`src/rtl/core/ridmtf_pkg.sv`:
```
// ----------------------------------------------------------------------------
// ridmtf_pkg
// Shared types and codes for the recent id move-to-front list.
// ----------------------------------------------------------------------------
package ridmtf_pkg;

   // fixed widths of the channel fields
   localparam int FUNC_W = 2;
   localparam int ID_W   = 32;
   localparam int POS_W  = 4;
   localparam int LEN_W  = 5;

   typedef logic [FUNC_W-1:0] func_type;

   // operation codes; the fourth code is a no-op
   localparam func_type FUNC_TOUCH  = 2'd0;
   localparam func_type FUNC_REMOVE = 2'd1;
   localparam func_type FUNC_READ   = 2'd2;

   typedef struct packed {
      func_type           func;
      logic [ID_W-1:0]    item_id;
      logic [POS_W-1:0]   position;
   } req_payload_type;

   typedef struct packed {
      logic               entry_valid;
      logic [ID_W-1:0]    entry_id;
      logic               was_present;
      logic               evicted_valid;
      logic [ID_W-1:0]    evicted_id;
      logic [LEN_W-1:0]   list_length;
   } rsp_payload_type;

   // controller -> datapath
   typedef struct packed {
      logic accept;   // request beat taken this cycle
      logic scan;     // walk the list
      logic fetch;    // read the entry at the requested position
      logic finish;   // commit state and load the result register
   } cmd_type;

   // datapath -> controller
   typedef struct packed {
      func_type req_func;   // opcode of the beat on the request channel
      logic     scan_done;
      logic     out_free;   // result register can take a new beat
   } status_type;

endpackage

```
`src/rtl/core/ridmtf_if.sv`:
```
// ----------------------------------------------------------------------------
// ridmtf_if
// Valid/ready channels carrying request and result beats.
// ----------------------------------------------------------------------------
interface ridmtf_req_if;
   import ridmtf_pkg::*;

   logic            valid;
   logic            ready;
   req_payload_type payload;

   modport source (output valid, output payload, input ready);
   modport sink   (input valid, input payload, output ready);
endinterface

interface ridmtf_rsp_if;
   import ridmtf_pkg::*;

   logic            valid;
   logic            ready;
   rsp_payload_type payload;

   modport source (output valid, output payload, input ready);
   modport sink   (input valid, input payload, output ready);
endinterface

```
`src/rtl/core/recent_id_move_to_front_list.sv`:
```
// ----------------------------------------------------------------------------
// recent_id_move_to_front_list
// Bounded most-recently-used id list with move-to-front, remove and read.
// ----------------------------------------------------------------------------
// Holds up to LIST_DEPTH ids, most recent at position 0. A touch (func 0)
// moves the id to the front; a new id on a full list pushes the tail out and
// reports it in evicted_id. A remove (func 1) deletes the id if present and
// closes the gap. A read (func 2) returns the entry at position, or
// entry_valid 0 past the current length. Code 3 is a no-op that only reports
// list_length. Every request beat yields exactly one result beat, in order.
// Ids keep their low ID_BITS bits. Entries live in a RAM with one write port
// and one registered read port (one write and one read per cycle) that is
// walked one entry per cycle; a touch or remove walks the list (a touch stops
// at the first hit), a read fetches one entry and a no-op goes straight to
// the commit. One request is worked on at a time; the next request beat is
// taken while a result beat waits in the output register; a stalled result
// beat holds the commit of the following request.
// No clearing pass after reset: only the first list_length entries are read.
// ----------------------------------------------------------------------------
module recent_id_move_to_front_list #(
   parameter int LIST_DEPTH = 16,
   parameter int ID_BITS    = 32
) (
   input  logic          clock,
   input  logic          reset,
   ridmtf_req_if.sink    req_chan,
   ridmtf_rsp_if.source  rsp_chan
);
   import ridmtf_pkg::*;

   cmd_type    cmd;
   status_type status;

   // sequencer: idle -> scan | fetch -> finish, or idle -> finish for a no-op
   ridmtf_ctrl u_ctrl (
      .clock     (clock),
      .reset     (reset),
      .req_valid (req_chan.valid),
      .req_ready (req_chan.ready),
      .status    (status),
      .cmd       (cmd)
   );

   // entry RAM, move-to-front carry, length counter, result register
   ridmtf_dp #(
      .LIST_DEPTH (LIST_DEPTH),
      .ID_BITS    (ID_BITS)
   ) u_dp (
      .clock       (clock),
      .reset       (reset),
      .req_payload (req_chan.payload),
      .rsp_valid   (rsp_chan.valid),
      .rsp_ready   (rsp_chan.ready),
      .rsp_payload (rsp_chan.payload),
      .cmd         (cmd),
      .status      (status)
   );

endmodule

```
`src/rtl/core/ridmtf_ctrl.sv`:
```
// ----------------------------------------------------------------------------
// ridmtf_ctrl
// Sequencer: takes a request beat, runs the scan or fetch (none for a no-op), then commits.
// ----------------------------------------------------------------------------
module ridmtf_ctrl (
   input  logic                    clock,
   input  logic                    reset,
   input  logic                    req_valid,
   output logic                    req_ready,
   input  ridmtf_pkg::status_type  status,
   output ridmtf_pkg::cmd_type     cmd
);
   import ridmtf_pkg::*;

   typedef enum logic [1:0] {
      ST_IDLE,
      ST_SCAN,
      ST_FETCH,
      ST_FINISH
   } state_type;

   state_type state_ff;
   state_type state_in;
   logic      ready_ff;

   always_comb begin
      cmd.accept = req_valid && ready_ff;
      cmd.scan   = (state_ff == ST_SCAN);
      cmd.fetch  = (state_ff == ST_FETCH);
      cmd.finish = (state_ff == ST_FINISH) && status.out_free;
   end

   always_comb begin
      state_in = state_ff;
      unique case (state_ff)
         ST_IDLE: begin
            if (cmd.accept) begin
               if (status.req_func == FUNC_TOUCH || status.req_func == FUNC_REMOVE) begin
                  state_in = ST_SCAN;
               end else if (status.req_func == FUNC_READ) begin
                  state_in = ST_FETCH;
               end else begin
                  state_in = ST_FINISH;   // no-op code
               end
            end
         end
         ST_SCAN: begin
            if (status.scan_done) begin
               state_in = ST_FINISH;
            end
         end
         ST_FETCH: begin
            state_in = ST_FINISH;
         end
         ST_FINISH: begin
            if (status.out_free) begin
               state_in = ST_IDLE;
            end
         end
         default: begin
            state_in = ST_IDLE;
         end
      endcase
   end

   always_ff @(posedge clock) begin
      if (reset) begin
         state_ff <= ST_IDLE;
         ready_ff <= 1'b1;
      end else begin
         state_ff <= state_in;
         ready_ff <= (state_in == ST_IDLE);
      end
   end

   assign req_ready = ready_ff;

   a_finish_to_idle: assert property (@(posedge clock) disable iff (reset)
      cmd.finish |=> ready_ff)
      else $error("not ready after commit");

   a_accept_busy: assert property (@(posedge clock) disable iff (reset)
      cmd.accept |=> !ready_ff)
      else $error("still ready after taking a beat");

   a_fetch_then_finish: assert property (@(posedge clock) disable iff (reset)
      cmd.fetch |=> (state_ff == ST_FINISH))
      else $error("fetch not followed by commit");

endmodule

```
`src/rtl/core/ridmtf_dp.sv`:
```
// ----------------------------------------------------------------------------
// ridmtf_dp
// Entry RAM, scan pointer, carry register, length counter, result register.
// ----------------------------------------------------------------------------
module ridmtf_dp #(
   parameter int LIST_DEPTH = 16,
   parameter int ID_BITS    = 32
) (
   input  logic                         clock,
   input  logic                         reset,
   input  ridmtf_pkg::req_payload_type  req_payload,
   output logic                         rsp_valid,
   input  logic                         rsp_ready,
   output ridmtf_pkg::rsp_payload_type  rsp_payload,
   input  ridmtf_pkg::cmd_type          cmd,
   output ridmtf_pkg::status_type       status
);
   import ridmtf_pkg::*;

   localparam int IW = $clog2(LIST_DEPTH);
   localparam int CW = $clog2(LIST_DEPTH + 1);
   localparam int PW = (CW > POS_W) ? CW : POS_W;
   localparam int LW = (CW > LEN_W) ? CW : LEN_W;
   localparam int XW = (ID_BITS > ID_W) ? ID_BITS : ID_W;
   localparam logic [CW-1:0] DEPTH_C = CW'(LIST_DEPTH);

   function automatic logic [ID_W-1:0] to_port(input logic [ID_BITS-1:0] v);
      logic [XW-1:0] x;
      x = XW'(v);
      return x[ID_W-1:0];
   endfunction

   logic [ID_BITS-1:0] entry_ram [LIST_DEPTH];

   // operation registers
   func_type           func_ff;
   logic [ID_BITS-1:0] id_ff;
   logic [POS_W-1:0]   pos_ff;

   // scan state
   logic [CW-1:0]      rd_idx_ff, rd_idx_in;
   logic               dvld_ff, dvld_in;
   logic [IW-1:0]      d_idx_ff, d_idx_in;
   logic [ID_BITS-1:0] carry_ff, carry_in;
   logic               found_ff, found_in;
   logic [ID_BITS-1:0] rd_data_ff;

   logic [CW-1:0]      count_ff, count_in;

   rsp_payload_type    rsp_data_ff, rsp_next;
   logic               rsp_valid_ff, rsp_valid_in;

   logic [XW-1:0]      req_id_x;
   logic [PW-1:0]      pos_x;
   logic [LW-1:0]      len_x;
   logic               is_touch, is_remove;
   logic               pos_in_range, has_room;
   logic               process, hit, issue_scan, issue_fetch;
   logic               rd_en, wr_en;
   logic [IW-1:0]      rd_addr, wr_idx;
   logic [ID_BITS-1:0] wr_data;
   logic               out_free;

   assign req_id_x = XW'(req_payload.item_id);

   always_comb begin
      is_touch     = (func_ff == FUNC_TOUCH);
      is_remove    = (func_ff == FUNC_REMOVE);
      pos_x        = PW'(pos_ff);
      pos_in_range = pos_x < PW'(count_ff);
      has_room     = count_ff < DEPTH_C;

      // read data from the previous cycle; a touch stops at the first hit
      process     = cmd.scan && dvld_ff && (is_remove || !found_ff);
      hit         = process && (rd_data_ff == id_ff);
      issue_scan  = cmd.scan && !(is_touch && (found_ff || hit)) && (rd_idx_ff < count_ff);
      issue_fetch = cmd.fetch && pos_in_range;
      rd_en       = issue_scan || issue_fetch;
      rd_addr     = issue_fetch ? pos_x[IW-1:0] : rd_idx_ff[IW-1:0];

      rd_idx_in = rd_idx_ff;
      dvld_in   = issue_scan;
      d_idx_in  = issue_scan ? rd_idx_ff[IW-1:0] : d_idx_ff;
      carry_in  = carry_ff;
      found_in  = found_ff;
      count_in  = count_ff;
      wr_en     = 1'b0;
      wr_idx    = d_idx_ff;
      wr_data   = carry_ff;
      rsp_next  = '0;

      if (cmd.accept) begin
         rd_idx_in = '0;
         carry_in  = req_id_x[ID_BITS-1:0];
         found_in  = 1'b0;
      end

      if (issue_scan) begin
         rd_idx_in = rd_idx_ff + CW'(1);
      end

      if (process) begin
         if (is_touch) begin
            // forward pass: each slot takes its predecessor, the id lands up front
            wr_en    = 1'b1;
            wr_idx   = d_idx_ff;
            wr_data  = carry_ff;
            carry_in = rd_data_ff;
            if (hit) begin
               found_in = 1'b1;
            end
         end else if (found_ff) begin
            // close up behind the removed entry
            wr_en   = 1'b1;
            wr_idx  = d_idx_ff - IW'(1);
            wr_data = rd_data_ff;
         end else if (hit) begin
            found_in = 1'b1;
         end
      end

      if (cmd.finish) begin
         unique case (func_ff)
            FUNC_TOUCH: begin
               rsp_next.was_present = found_ff;
               if (!found_ff) begin
                  if (has_room) begin
                     wr_en    = 1'b1;
                     wr_idx   = count_ff[IW-1:0];
                     wr_data  = carry_ff;
                     count_in = count_ff + CW'(1);
                  end else begin
                     // carry holds the old tail
                     rsp_next.evicted_valid = 1'b1;
                     rsp_next.evicted_id    = to_port(carry_ff);
                  end
               end
            end
            FUNC_REMOVE: begin
               rsp_next.was_present = found_ff;
               if (found_ff) begin
                  count_in = count_ff - CW'(1);
               end
            end
            FUNC_READ: begin
               rsp_next.entry_valid = pos_in_range;
               if (pos_in_range) begin
                  rsp_next.entry_id = to_port(rd_data_ff);
               end
            end
            default: begin
            end
         endcase
      end

      len_x                = LW'(count_in);
      rsp_next.list_length = len_x[LEN_W-1:0];

      out_free     = !rsp_valid_ff || rsp_ready;
      rsp_valid_in = cmd.finish ? 1'b1 : (rsp_ready ? 1'b0 : rsp_valid_ff);
   end

   always_ff @(posedge clock) begin
      if (reset) begin
         rd_idx_ff    <= '0;
         dvld_ff      <= 1'b0;
         found_ff     <= 1'b0;
         count_ff     <= '0;
         rsp_valid_ff <= 1'b0;
      end else begin
         rd_idx_ff    <= rd_idx_in;
         dvld_ff      <= dvld_in;
         found_ff     <= found_in;
         count_ff     <= count_in;
         rsp_valid_ff <= rsp_valid_in;
      end
   end

   always_ff @(posedge clock) begin
      if (cmd.accept) begin
         func_ff <= req_payload.func;
         id_ff   <= req_id_x[ID_BITS-1:0];
         pos_ff  <= req_payload.position;
      end
      carry_ff <= carry_in;
      d_idx_ff <= d_idx_in;
      if (cmd.finish) begin
         rsp_data_ff <= rsp_next;
      end
   end

   always_ff @(posedge clock) begin
      if (wr_en) begin
         entry_ram[wr_idx] <= wr_data;
      end
      if (rd_en) begin
         rd_data_ff <= entry_ram[rd_addr];
      end
   end

   assign rsp_valid   = rsp_valid_ff;
   assign rsp_payload = rsp_data_ff;

   always_comb begin
      status.req_func  = req_payload.func;
      status.scan_done = (is_touch && found_ff) || ((rd_idx_ff == count_ff) && !dvld_ff);
      status.out_free  = out_free;
   end

   a_count_bound: assert property (@(posedge clock) disable iff (reset)
      count_ff <= DEPTH_C)
      else $error("length above depth");

   a_count_hold: assert property (@(posedge clock) disable iff (reset)
      !cmd.finish |=> $stable(count_ff))
      else $error("length changed outside commit");

   a_remove_shrink: assert property (@(posedge clock) disable iff (reset)
      (cmd.finish && is_remove && found_ff) |=> (count_ff == $past(count_ff) - CW'(1)))
      else $error("remove hit did not shorten list");

endmodule

```
`src/flat_wrapper.sv`:
```
// flat-port wrapper written by rule: the top's interface ports become plain ports
module recent_id_move_to_front_list_flat import ridmtf_pkg::*;
#(
   parameter int LIST_DEPTH = 16,
   parameter int ID_BITS    = 32
)
  (clock, reset, req_chan_valid, req_chan_payload, req_chan_ready, rsp_chan_valid, rsp_chan_payload, rsp_chan_ready);
  ridmtf_req_if req_chan_i ();
  ridmtf_rsp_if rsp_chan_i ();
  input  logic clock;
  input  logic reset;
  input wire logic [$bits(req_chan_i.valid)-1:0] req_chan_valid;
  input wire logic [$bits(req_chan_i.payload)-1:0] req_chan_payload;
  output wire logic [$bits(req_chan_i.ready)-1:0] req_chan_ready;
  output wire logic [$bits(rsp_chan_i.valid)-1:0] rsp_chan_valid;
  output wire logic [$bits(rsp_chan_i.payload)-1:0] rsp_chan_payload;
  input wire logic [$bits(rsp_chan_i.ready)-1:0] rsp_chan_ready;
  assign req_chan_i.valid = req_chan_valid;
  assign req_chan_i.payload = req_chan_payload;
  assign req_chan_ready = req_chan_i.ready;
  assign rsp_chan_valid = rsp_chan_i.valid;
  assign rsp_chan_payload = rsp_chan_i.payload;
  assign rsp_chan_i.ready = rsp_chan_ready;
  recent_id_move_to_front_list #(.LIST_DEPTH(LIST_DEPTH), .ID_BITS(ID_BITS)) u_core (.clock(clock), .reset(reset), .req_chan(req_chan_i), .rsp_chan(rsp_chan_i));
endmodule
```
`config.mk`:
```
export PLATFORM = sky130hd
export DESIGN_NAME = recent_id_move_to_front_list_flat
export DESIGN_NICKNAME = d
export VERILOG_FILES = /design/src/rtl/core/ridmtf_pkg.sv /design/src/rtl/core/ridmtf_if.sv /design/src/rtl/core/recent_id_move_to_front_list.sv /design/src/rtl/core/ridmtf_ctrl.sv /design/src/rtl/core/ridmtf_dp.sv /design/src/flat_wrapper.sv
export SDC_FILE = /design/constraint.sdc
export NUM_CORES = 1
export LEC_CHECK = 0
export BUFFER_PORTS_ARGS = -buffer_cell sky130_fd_sc_hd__buf_4
export CAP_MARGIN = 30
export CORE_MARGIN = 2
export CORE_UTILIZATION = 61
export CTS_CLUSTER_SIZE = 12
export DETAILED_ROUTE_END_ITERATION = 8
export PLACE_DENSITY = 0.89
export SYNTH_ARGS = -nofsm -noshare
export SYNTH_HDL_FRONTEND = slang
export SYNTH_SLANG_ARGS = --single-unit
```
`constraint.sdc`:
```
create_clock -name clock -period 4.7 [get_ports clock]
set_input_delay 0.94 -clock clock [delete_from_list [all_inputs] [get_ports clock]]
set_output_delay 0.94 -clock clock [all_outputs]
set_load 0.05 [all_outputs]
```
==> flow_summary_export.csv, run 1 <==
group,metric,value,unit
global_route,track_usage,32.3,%
global_route,overflow,0,
timing,fin_tns_setup,0,ns
power,cellLeakagePower,10.1,nW
clock_network,root_buffer,"clkbuf_16",
timing,finalHoldViolCount,0,
clock_network,cts_setup_buffers,0,
power,intPower,11.5,mW
detailed_routing,drt_iter0_markers,2748,
final_layout,antenna_cells,0,
clock_network,cts_tree,"yes",
synth,synth_top_family_by_area,"multiplexers",
timing,max_freq,241,MHz
power,pwr-share-comb,14.0,%
final_layout,drive_above_1_share,26.7,%
power,ir_drop,0.000315,V
worst_setup_path,path_max_fanout,15,
power,p_switching,4.23,mW
synth,yosysSeqAreaShare,75.7,%
timing,slew_viol_final,0,
global_route,grt_pass1_vias,15800,
timing,worst_hold_slack,0.498,ns
timing,final.min_clock_period,4.15,ns
die,die-area,0.0466,mm^2
timing,fin_worst_skew,0.0330,ns
worst_setup_path,cp-end-kind,"flop",
detailed_routing,drc_errors,0,
worst_setup_path,cp-start-kind,"flop",
timing,worst_slack,0.546,ns
synth,ys_warn_count,0,
placed_design,dpl_cell_area,0.0293,mm^2
detailed_routing,wl_per_cell,33.0,um
die,die_x,216,um
power,switching_share,26.9,%
timing,finalCritPeriodShare,88.4,%
synth,netlist.area_leader.share,72.2,%
worst_setup_path,crit_type,"flop to flop",
die,rows,77,
clock_network,clk_latency,0.63,ns
power,power,15.7,mW
synth,synthMostInstantiatedCell,"edfxtp_1",
synth,yosys_register_bits,706,
detailed_routing,viasPerCell,6.92,
synth,yosys.area_share.adder,0.549,%
worst_hold_path,worstHoldPathType,"primary input to flop",
die,num_io_pins,116,
synth,ys_top_cells_by_count,"edfxtp_1 (658), mux4_2 (128), nand2_1 (88)",
timing,tightest_slew,0.991,ns
die,coreArea,0.0442,mm^2
global_route,grt_start_max_net_pins,70,
placed_design,place_ws,0.992,ns
worst_setup_path,max_stage_delay,0.85,ns
detailed_routing,ant_nets,0,
clock_network,clkSinkCount,706,
final_layout,fin_util,71.2,%
power,pwr-share-seq,52.0,%
synth,synth.net_count,1474,
power,pwr-share-clk,34.0,%
synth,synth_compound_area_share,3.30,%
synth,yosys.area_share.xor_xnor,1.28,%
job,cap_viol_max_count,0,
final_layout,area_delta_synth_final,15.1,%
clock_network,clockBufferDepth,3,
synth,async_flop_share,0,%
timing,rsz0062_at_grt,"no",
timing,finalSetupViolations,0,
detailed_routing,dr.pass1.iters,5,
synth,yosys.area_share.simple,4.35,%
synth,synth_flop_cell,"edfxtp_1",
placed_design,dp_hpwl,37800,um
clock_network,hold_buffers,0,
synth,synth_cells,1420,
placed_design,place.gp.congestion,0.902,
timing,slew_headroom,33.3,%
final_layout,stdcell_count,2233,
placed_design,dp.cells,2105,
worst_setup_path,crit_path_cell_trace,"inv_1 > o21ai_0 > nand4_1 > or3_1 > nor4_1 > a21o_1 > nand2_1 > buf_4",
worst_setup_path,arrival,4.47,ns
final_layout,nets,1640,
synth,yosysTopAreaCell,"edfxtp_1",
clock_network,path_clk_slew,0.06,ns
clock_network,numCtsBuffers,71,
synth,synth_mux_area_share,13.4,%
die,die_h,216,um
power,cellPowerDensity,500,mW/mm^2
global_route,grt_pass1_wl,107000,um
synth,synth-edff-count,658,
final_layout,stdcell_area,0.0315,mm^2
synth,synth_area,0.0274,mm^2
die,start_util,61.9,%
worst_setup_path,required,5.01,ns
synth,synth_area_leaders,"edfxtp_1 (72%), mux4_2 (11%), dfxtp_1 (3.5%)",
placed_design,port_buffers,115,
detailed_routing,vias,15400,
clock_network,cts.repair.resized,0,
worst_setup_path,cp_slowest_cell,"nor4_1",
global_route,grt_antenna_before_repair,2,
clock_network,h-tree-depth,3,
synth,synthDistinctLibCells,46,
synth,avgSynthCellArea,19.3,um^2
detailed_routing,routed_wl,73800,um
outcome,status,"finished clean",
[final timing paths]
path	start	to	slack, ns	cells after the start
max	u_core.u_dp.func_ff[0]	u_core.u_dp.rd_data_ff[26]	0.55	8
min	req_chan_payload[0]	u_core.u_dp.pos_ff[0]	0.50	1
max reg2reg	u_core.u_dp.func_ff[0]	u_core.u_dp.rd_data_ff[26]	0.55	8
min reg2reg	u_core.u_dp.rsp_valid	u_core.u_dp.rsp_valid	0.52	2
[layer usage]
| layer | track usage [%] | share of wire [%] |
|---|---|---|
| met5 | 0 | 0.041 |
| met4 | 17.5 | 5.7 |
| met3 | 8.65 | 13 |
| met2 | 51.0 | 48 |
| met1 | 41.4 | 33 |
[critical path, delay by kind of cell (launching register included)]
kind | cells | cell delay (ns)
AND/OR/NAND/NOR | 4 | 1.59
AO/OA/AOI/OAI | 2 | 1.02
flip-flops | 1 | 0.68
buffers and inverters | 2 | 0.54
[state kept, by name (all words and copies together) (netlist names)]
register and count:
u_core.u_dp.d_idx_ff 4, u_core.u_dp.rd_data_ff 32, u_core.u_dp.dvld_ff 1, u_core.u_dp.func_ff 2
u_core.u_dp.id_ff 32, u_core.u_dp.carry_ff 32, u_core.u_dp.count_ff 5, u_core.u_dp.rsp_payload 72
u_core.u_ctrl.req_ready 1, u_core.u_dp.pos_ff 4, u_core.u_dp.rsp_valid 1, u_core.u_dp.rd_idx_ff 5
u_core.u_dp.found_ff 1, u_core.u_dp.entry_ram 512, u_core.u_ctrl.state_ff 2
[power by group through the flow]
stage                     clock network [mW]  registers [mW]  logic [mW]
after floorplan                            0            8.41        1.17
after global placement                     0            8.24        1.95
after detailed placement                   0            8.26        2.10
after CTS                               5.37            8.16        2.16
after global routing                    5.58            8.20        2.32
final                                   5.35            8.18        2.21
[cells in the final DEF, fill, tap and decap left out, types with 16 or more instances in the layout]
master     instances
clkbuf_1          40
nor2_4            19
edfxtp_1         658
mux2_2            35
dfxtp_1           48
clkbuf_16         73
mux2i_1           36
nand2_1           88
buf_4            144
and2_1            65
a22oi_1           65
xor2_1            30
mux4_2           128
o21ai_0           42
nor2_1            16
[kinds of logic (layout without fill, tap and decap cells)]
kind of cell    after synthesis  after routing
mux                         200            200
buf+inv                      82            303
simple gates                241            241
flops                       706            706
compound gates              139            139
xor+xnor                     40             40
fa+ha+maj                    12             12
[final cells by class]
cell class              instances  area, um^2
clock buffers                 116        2020
repair buffers                159        1390
clock inverters                12         115
fillers                      2331       12700
inverters                      16        62.6
multi-input cells             632        6430
flip-flops and latches        706       20700
well taps                     592         741
No activity file was read; power rests on OpenSTA's default activity.
==> run 2: changes to the inputs <==
==> constraint.sdc (replaced) <==
create_clock -name clock -period 4.1 [get_ports clock]
set_input_delay 0.82 -clock clock [delete_from_list [all_inputs] [get_ports clock]]
set_output_delay 0.82 -clock clock [all_outputs]
set_load 0.05 [all_outputs]
==> run 2 against run 1 <==
  * Maximum frequency grew 5.0%
  * Die area is the same
  * Global-route usage grew 0.36 points
  * Sequential power grew 14%
  * First-iteration DRC count shrank 7.2%
  * Critical path depth is the same
  * Sequential share of layout area shrank 0.44 points
  * Combinational power grew 17%
  * Flip-flop and latch count is the same
==> flow_summary_export.csv, run 2 (synthesis gave the netlist of run 1 again) <==
group,metric,value,unit
detailed_routing,viasPerCell,6.82,
final_layout,multi_input_area,0.00642,mm^2
timing,slew_viol_final,0,
global_route,grt_start_max_net_pins,44,
final_layout,largest_reg_flops,512,
timing,fin_tns_setup,0,ns
detailed_routing,wl_per_cell,33.1,um
worst_setup_path,arrival,4.27,ns
detailed_routing,drt_iter0_markers,2551,
worst_setup_path,required,4.41,ns
detailed_routing,vias,15300,
placed_design,dp_hpwl,39900,um
timing,final.min_clock_period,3.96,ns
final_layout,area_delta_synth_final,15.8,%
global_route,grt_antenna_before_repair,1,
global_route,grt.met3_usage,8.82,%
die,rows,77,
worst_setup_path,crit_type,"flop to flop",
placed_design,port_buffers,115,
global_route,met2_usage,52.7,%
worst_setup_path,cp-start-kind,"flop",
die,die_x,216,um
power,cellPowerDensity,576,mW/mm^2
job,cap_viol_max_count,0,
worst_setup_path,path_max_fanout,18,
clock_network,cts.repair.resized,0,
timing,fin_worst_skew,0.0213,ns
final_layout,nets,1650,
final_layout,fillers,2366,
clock_network,clk_latency,0.62,ns
die,start_util,61.9,%
detailed_routing,ant_nets,0,
clock_network,root_buffer,"clkbuf_16",
final_layout,regMostFlops,"u_core.u_dp.entry_ram",
timing,slew_headroom,30.3,%
clock_network,clkSinkCount,706,
outcome,status,"finished clean",
global_route,overflow,0,
timing,rsz0062_at_grt,"no",
clock_network,cts_tree,"yes",
global_route,use_met1,40.0,%
clock_network,path_clk_slew,0.06,ns
global_route,grt.busiest_layer,"met2",
die,coreArea,0.0442,mm^2
clock_network,numCtsBuffers,72,
timing,finalHoldViolCount,0,
clock_network,hold_buffers,0,
final_layout,final_common_cell,"edfxtp_1",
placed_design,place.gp.congestion,0.922,
final_layout,drive_above_1_share,27.4,%
power,power,18.3,mW
power,ir_drop,0.000378,V
timing,max_freq,253,MHz
die,die_h,216,um
power,cellLeakagePower,10.2,nW
detailed_routing,drc_errors,0,
clock_network,h-tree-depth,3,
global_route,grt_pass1_vias,15900,
clock_network,cts_setup_buffers,0,
final_layout,register_area,0.0207,mm^2
timing,finalCritPeriodShare,96.5,%
final_layout,layout_common_cells,"edfxtp_1 (658), buf_4 (148), mux4_2 (128), nand2_1 (88), clkbuf_16 (73)",
die,die-area,0.0466,mm^2
detailed_routing,routed_wl,74300,um
global_route,track_usage,32.7,%
global_route,grt_pass1_wl,107000,um
detailed_routing,dr.pass1.iters,6,
worst_hold_path,worstHoldPathType,"primary input to flop",
clock_network,clockBufferDepth,3,
die,num_io_pins,116,
timing,finalSetupViolations,0,
timing,tightest_slew,1.04,ns
worst_setup_path,cp-end-kind,"flop",
[run 2: cell count changes in the layout (fill, tap and decap cells not counted), sizes merged]
| cell | delta |
|---|---|
| diode | +1 |
| buf | +9 |
| inv | +1 |
| clkbuf | +3 |
| bufinv | +1 |
[run 2: power breakdown]
part	leakage, nW	switching (mW)	total, mW	internal, mW
sequential	6.33	0.292	9.36	9.07
combinational	2.82	1.84	2.58	0.742
clock	1.07	2.75	6.32	3.57
total	10.2	4.88	18.3	13.4
[run 2: cell type report]
| type | count | area share (%) |
|---|---|---|
| diodes | 1 | 0.00790 |
| clock buffers | 119 | 6.59 |
| clock inverters | 14 | 0.446 |
| inverters | 16 | 0.197 |
| multi-input cells | 632 | 20.3 |
| flip-flops and latches | 706 | 65.4 |
| well taps | 592 | 2.34 |
| repair buffers | 168 | 4.77 |
[run 2: per-layer routing]
metal  vias up  part of all wire, %
met5         -                    0
met4         0                  6.7
met3       303                   12
met2      1333                   49
met1      7677                   33
li1       6012                    -
[run 2: final timing paths]
check | from | to | slack [ns] | cells past startpoint
worst min register to register | u_core.u_dp.rsp_valid | u_core.u_dp.rsp_valid | 0.51 | 2
worst max-delay path | u_core.u_dp.rd_data_ff[26] | u_core.u_dp.rd_data_ff[19] | 0.14 | 8
worst max register to register | u_core.u_dp.rd_data_ff[26] | u_core.u_dp.rd_data_ff[19] | 0.14 | 8
worst min-delay path | req_chan_payload[3] | u_core.u_dp.pos_ff[3] | 0.39 | 1
[run 2: critical path, stage by stage (launching register included)]
cell      delay (ns)
edfxtp_1        0.49
xor2_1          0.30
nor4_1          0.85
nand3_1         0.30
nor4_1          0.63
buf_4           0.23
a21o_1          0.32
nand2_1         0.20
buf_4           0.33
[run 2: per-stage QoR]
| stage | hold WS [ns] | worst slack, ns | cells | utilization [%] | area (um^2) |
|---|---|---|---|---|---|
| 6_report | 0.391 | 0.143 | 2248 | 71.7 | 31700 |
| 5_1_grt | 0.383 | 0.138 | 2247 | 71.6 | 31700 |
| 4_1_cts | 0.373 | 0.268 | 2247 | 71.6 | 31700 |
| 3_5_place_dp | 0.498 | 0.457 | 2114 | 66.6 | 29500 |
| 3_3_place_gp | 0.499 | 0.697 | 2114 | 66.6 | 29500 |
| 2_1_floorplan | 0.480 | 0.324 | 1420 | - | 27400 |
==> run 3: changes to the inputs <==
==> constraint.sdc (replaced) <==
create_clock -name clock -period 4.09 [get_ports clock]
set_input_delay 0.818 -clock clock [delete_from_list [all_inputs] [get_ports clock]]
set_output_delay 0.818 -clock clock [all_outputs]
set_load 0.05 [all_outputs]
==> run 3 against run 2 <==
  * Core utilization shrank 0.38 points
  * Flip-flop and latch count did not move
  * Via count is 0.21% lower
  * Worst hold slack lost 0.0028 ns
==> flow_summary_export.csv, run 3 (synthesis gave the netlist of run 1 again) <==
group,metric,value,unit
timing,rsz0062_at_grt,"no",
global_route,grt_pass1_wl,104000,um
clock_network,h-tree-depth,3,
die,die_x,216,um
placed_design,place.gp.congestion,0.904,
final_layout,final_common_cell,"edfxtp_1",
clock_network,cts_setup_buffers,0,
power,power,18.1,mW
worst_setup_path,cp-end-kind,"flop",
final_layout,stdcell_area,0.0315,mm^2
clock_network,cts_tree,"yes",
clock_network,root_buffer,"clkbuf_16",
timing,finalCritPeriodShare,93.8,%
placed_design,dp_hpwl,38900,um
timing,slew_viol_final,0,
power,ir_drop,0.000431,V
worst_setup_path,r2r_slack,0.25,ns
worst_setup_path,arrival,4.11,ns
worst_hold_path,hp-start,"req_chan_payload[0]",
worst_setup_path,cp-start-kind,"flop",
worst_setup_path,required,4.37,ns
global_route,grt_antenna_before_repair,2,
timing,slew_headroom,31.6,%
global_route,grt_start_max_net_pins,129,
global_route,overflow,0,
final_layout,nets,1650,
worst_setup_path,path_max_fanout,24,
final_layout,register_area,0.0207,mm^2
worst_setup_path,crit_type,"flop to flop",
detailed_routing,drc_errors,0,
worst_setup_path,worstRegToRegCells,9,
clock_network,hold_buffers,0,
die,coreArea,0.0442,mm^2
detailed_routing,ant_nets,0,
final_layout,layout_common_cells,"edfxtp_1 (658), buf_4 (156), mux4_2 (128), nand2_1 (88), clkbuf_16 (74)",
clock_network,path_clk_slew,0.06,ns
die,start_util,61.9,%
die,num_io_pins,116,
placed_design,dpl_cell_area,0.0294,mm^2
power,cellLeakagePower,10.2,nW
final_layout,fin_util,71.3,%
detailed_routing,vias,15300,
final_layout,area_delta_synth_final,15.2,%
worst_hold_path,worstHoldEndpoint,"u_core.u_dp.pos_ff[0]",
timing,max_freq,261,MHz
detailed_routing,drt_iter0_markers,2428,
worst_setup_path,rr_endpoint,"u_core.u_dp.entry_ram[11][7]",
final_layout,drive_above_1_share,27.0,%
worst_hold_path,worstHoldPathCells,1,
final_layout,antenna_cells,0,
job,cap_viol_max_count,0,
placed_design,port_buffers,115,
clock_network,cts.repair.resized,0,
clock_network,clk_latency,0.61,ns
clock_network,clockBufferDepth,3,
clock_network,clkSinkCount,706,
detailed_routing,viasPerCell,6.81,
timing,final.min_clock_period,3.84,ns
final_layout,largest_reg_flops,512,
timing,finalSetupViolations,0,
timing,fin_tns_setup,0,ns
timing,finalHoldViolCount,0,
worst_hold_path,worstHoldPathType,"primary input to flop",
worst_setup_path,reg2reg_from,"u_core.u_dp.func_ff[0]",
die,die_h,216,um
final_layout,multi_input_area,0.00642,mm^2
clock_network,numCtsBuffers,71,
global_route,track_usage,31.4,%
global_route,grt_pass1_vias,15700,
outcome,status,"finished clean",
die,die-area,0.0466,mm^2
timing,fin_worst_skew,0.0282,ns
detailed_routing,routed_wl,72000,um
die,rows,77,
final_layout,regMostFlops,"u_core.u_dp.entry_ram",
final_layout,fillers,2353,
power,cellPowerDensity,574,mW/mm^2
detailed_routing,dr.pass1.iters,5,
detailed_routing,wl_per_cell,32.1,um
timing,tightest_slew,1.02,ns
## run 3: changes by cell type in the layout (fill, tap and decap cells not counted), moves of 4 or more
cell | previous run | this run
clkbuf_1 | 37 | 41
buf_4 | 148 | 156
buf_12 | 20 | 13
clkbuf_8 | 9 | 5
## run 3: per-layer routing
layer | up-vias | global-route usage [%] | part of all wire (%) | wire length (um)
met4 | 0 | 16.2 | 5.3 | 3830
li1 | 6016 | - | - | -
met5 | - | 0 | 0 | 0
met2 | 1396 | 50.6 | 49 | 35300
met1 | 7615 | 40.1 | 33 | 24100
met3 | 266 | 7.99 | 12 | 8760
## run 3: worst max-delay path, stage by stage, from the launching register on
cell	delay (ns)
edfxtp_1	0.66
inv_1	0.21
nor4b_2	0.49
buf_4	0.34
nand2_1	0.10
xnor2_1	0.32
mux2_2	0.27
nand2_1	0.29
nor2_4	0.50
buf_12	0.29
## run 3: through the flow
step / hold slack, ns / std cells / worst slack, ns
final: 0.388 / 2245 / 0.255
after global routing: 0.384 / 2245 / 0.101
after floorplan: 0.480 / 1420 / 0.316
after CTS: 0.381 / 2245 / 0.352
after global placement: 0.501 / 2115 / 0.672
after detailed placement: 0.517 / 2115 / 0.502
## run 3: report_power, final
group | internal (mW) | switching [mW] | total [mW]
Sequential | 9.09 | 0.298 | 9.39
Clock | 3.46 | 2.68 | 6.14
Combinational | 0.737 | 1.81 | 2.55
Total | 13.3 | 4.79 | 18.1
## run 3: worst max path at each step
stage | start | end | cells past startpoint
detailed placement | u_core.u_dp.count_ff[1] | u_core.u_dp.rd_data_ff[6] | 11
CTS | u_core.u_dp.func_ff[0] | u_core.u_dp.entry_ram[11][7] | 9
global route | u_core.u_dp.func_ff[0] | u_core.u_dp.entry_ram[11][7] | 9
global placement | u_core.u_dp.count_ff[2] | u_core.u_dp.rd_data_ff[6] | 11
floorplan | rsp_chan_ready | u_core.u_dp.entry_ram[15][0] | 7
finish | u_core.u_dp.func_ff[0] | u_core.u_dp.entry_ram[11][7] | 9
## run 3: cell type report
class / count / area share (%)
Multi-Input combinational cell: 632 / 20.4
Sequential cell: 706 / 65.7
Inverter: 16 / 0.198
Tap cell: 592 / 2.35
Clock buffer: 120 / 6.58
Clock inverter: 10 / 0.218
Timing Repair Buffer: 169 / 4.54
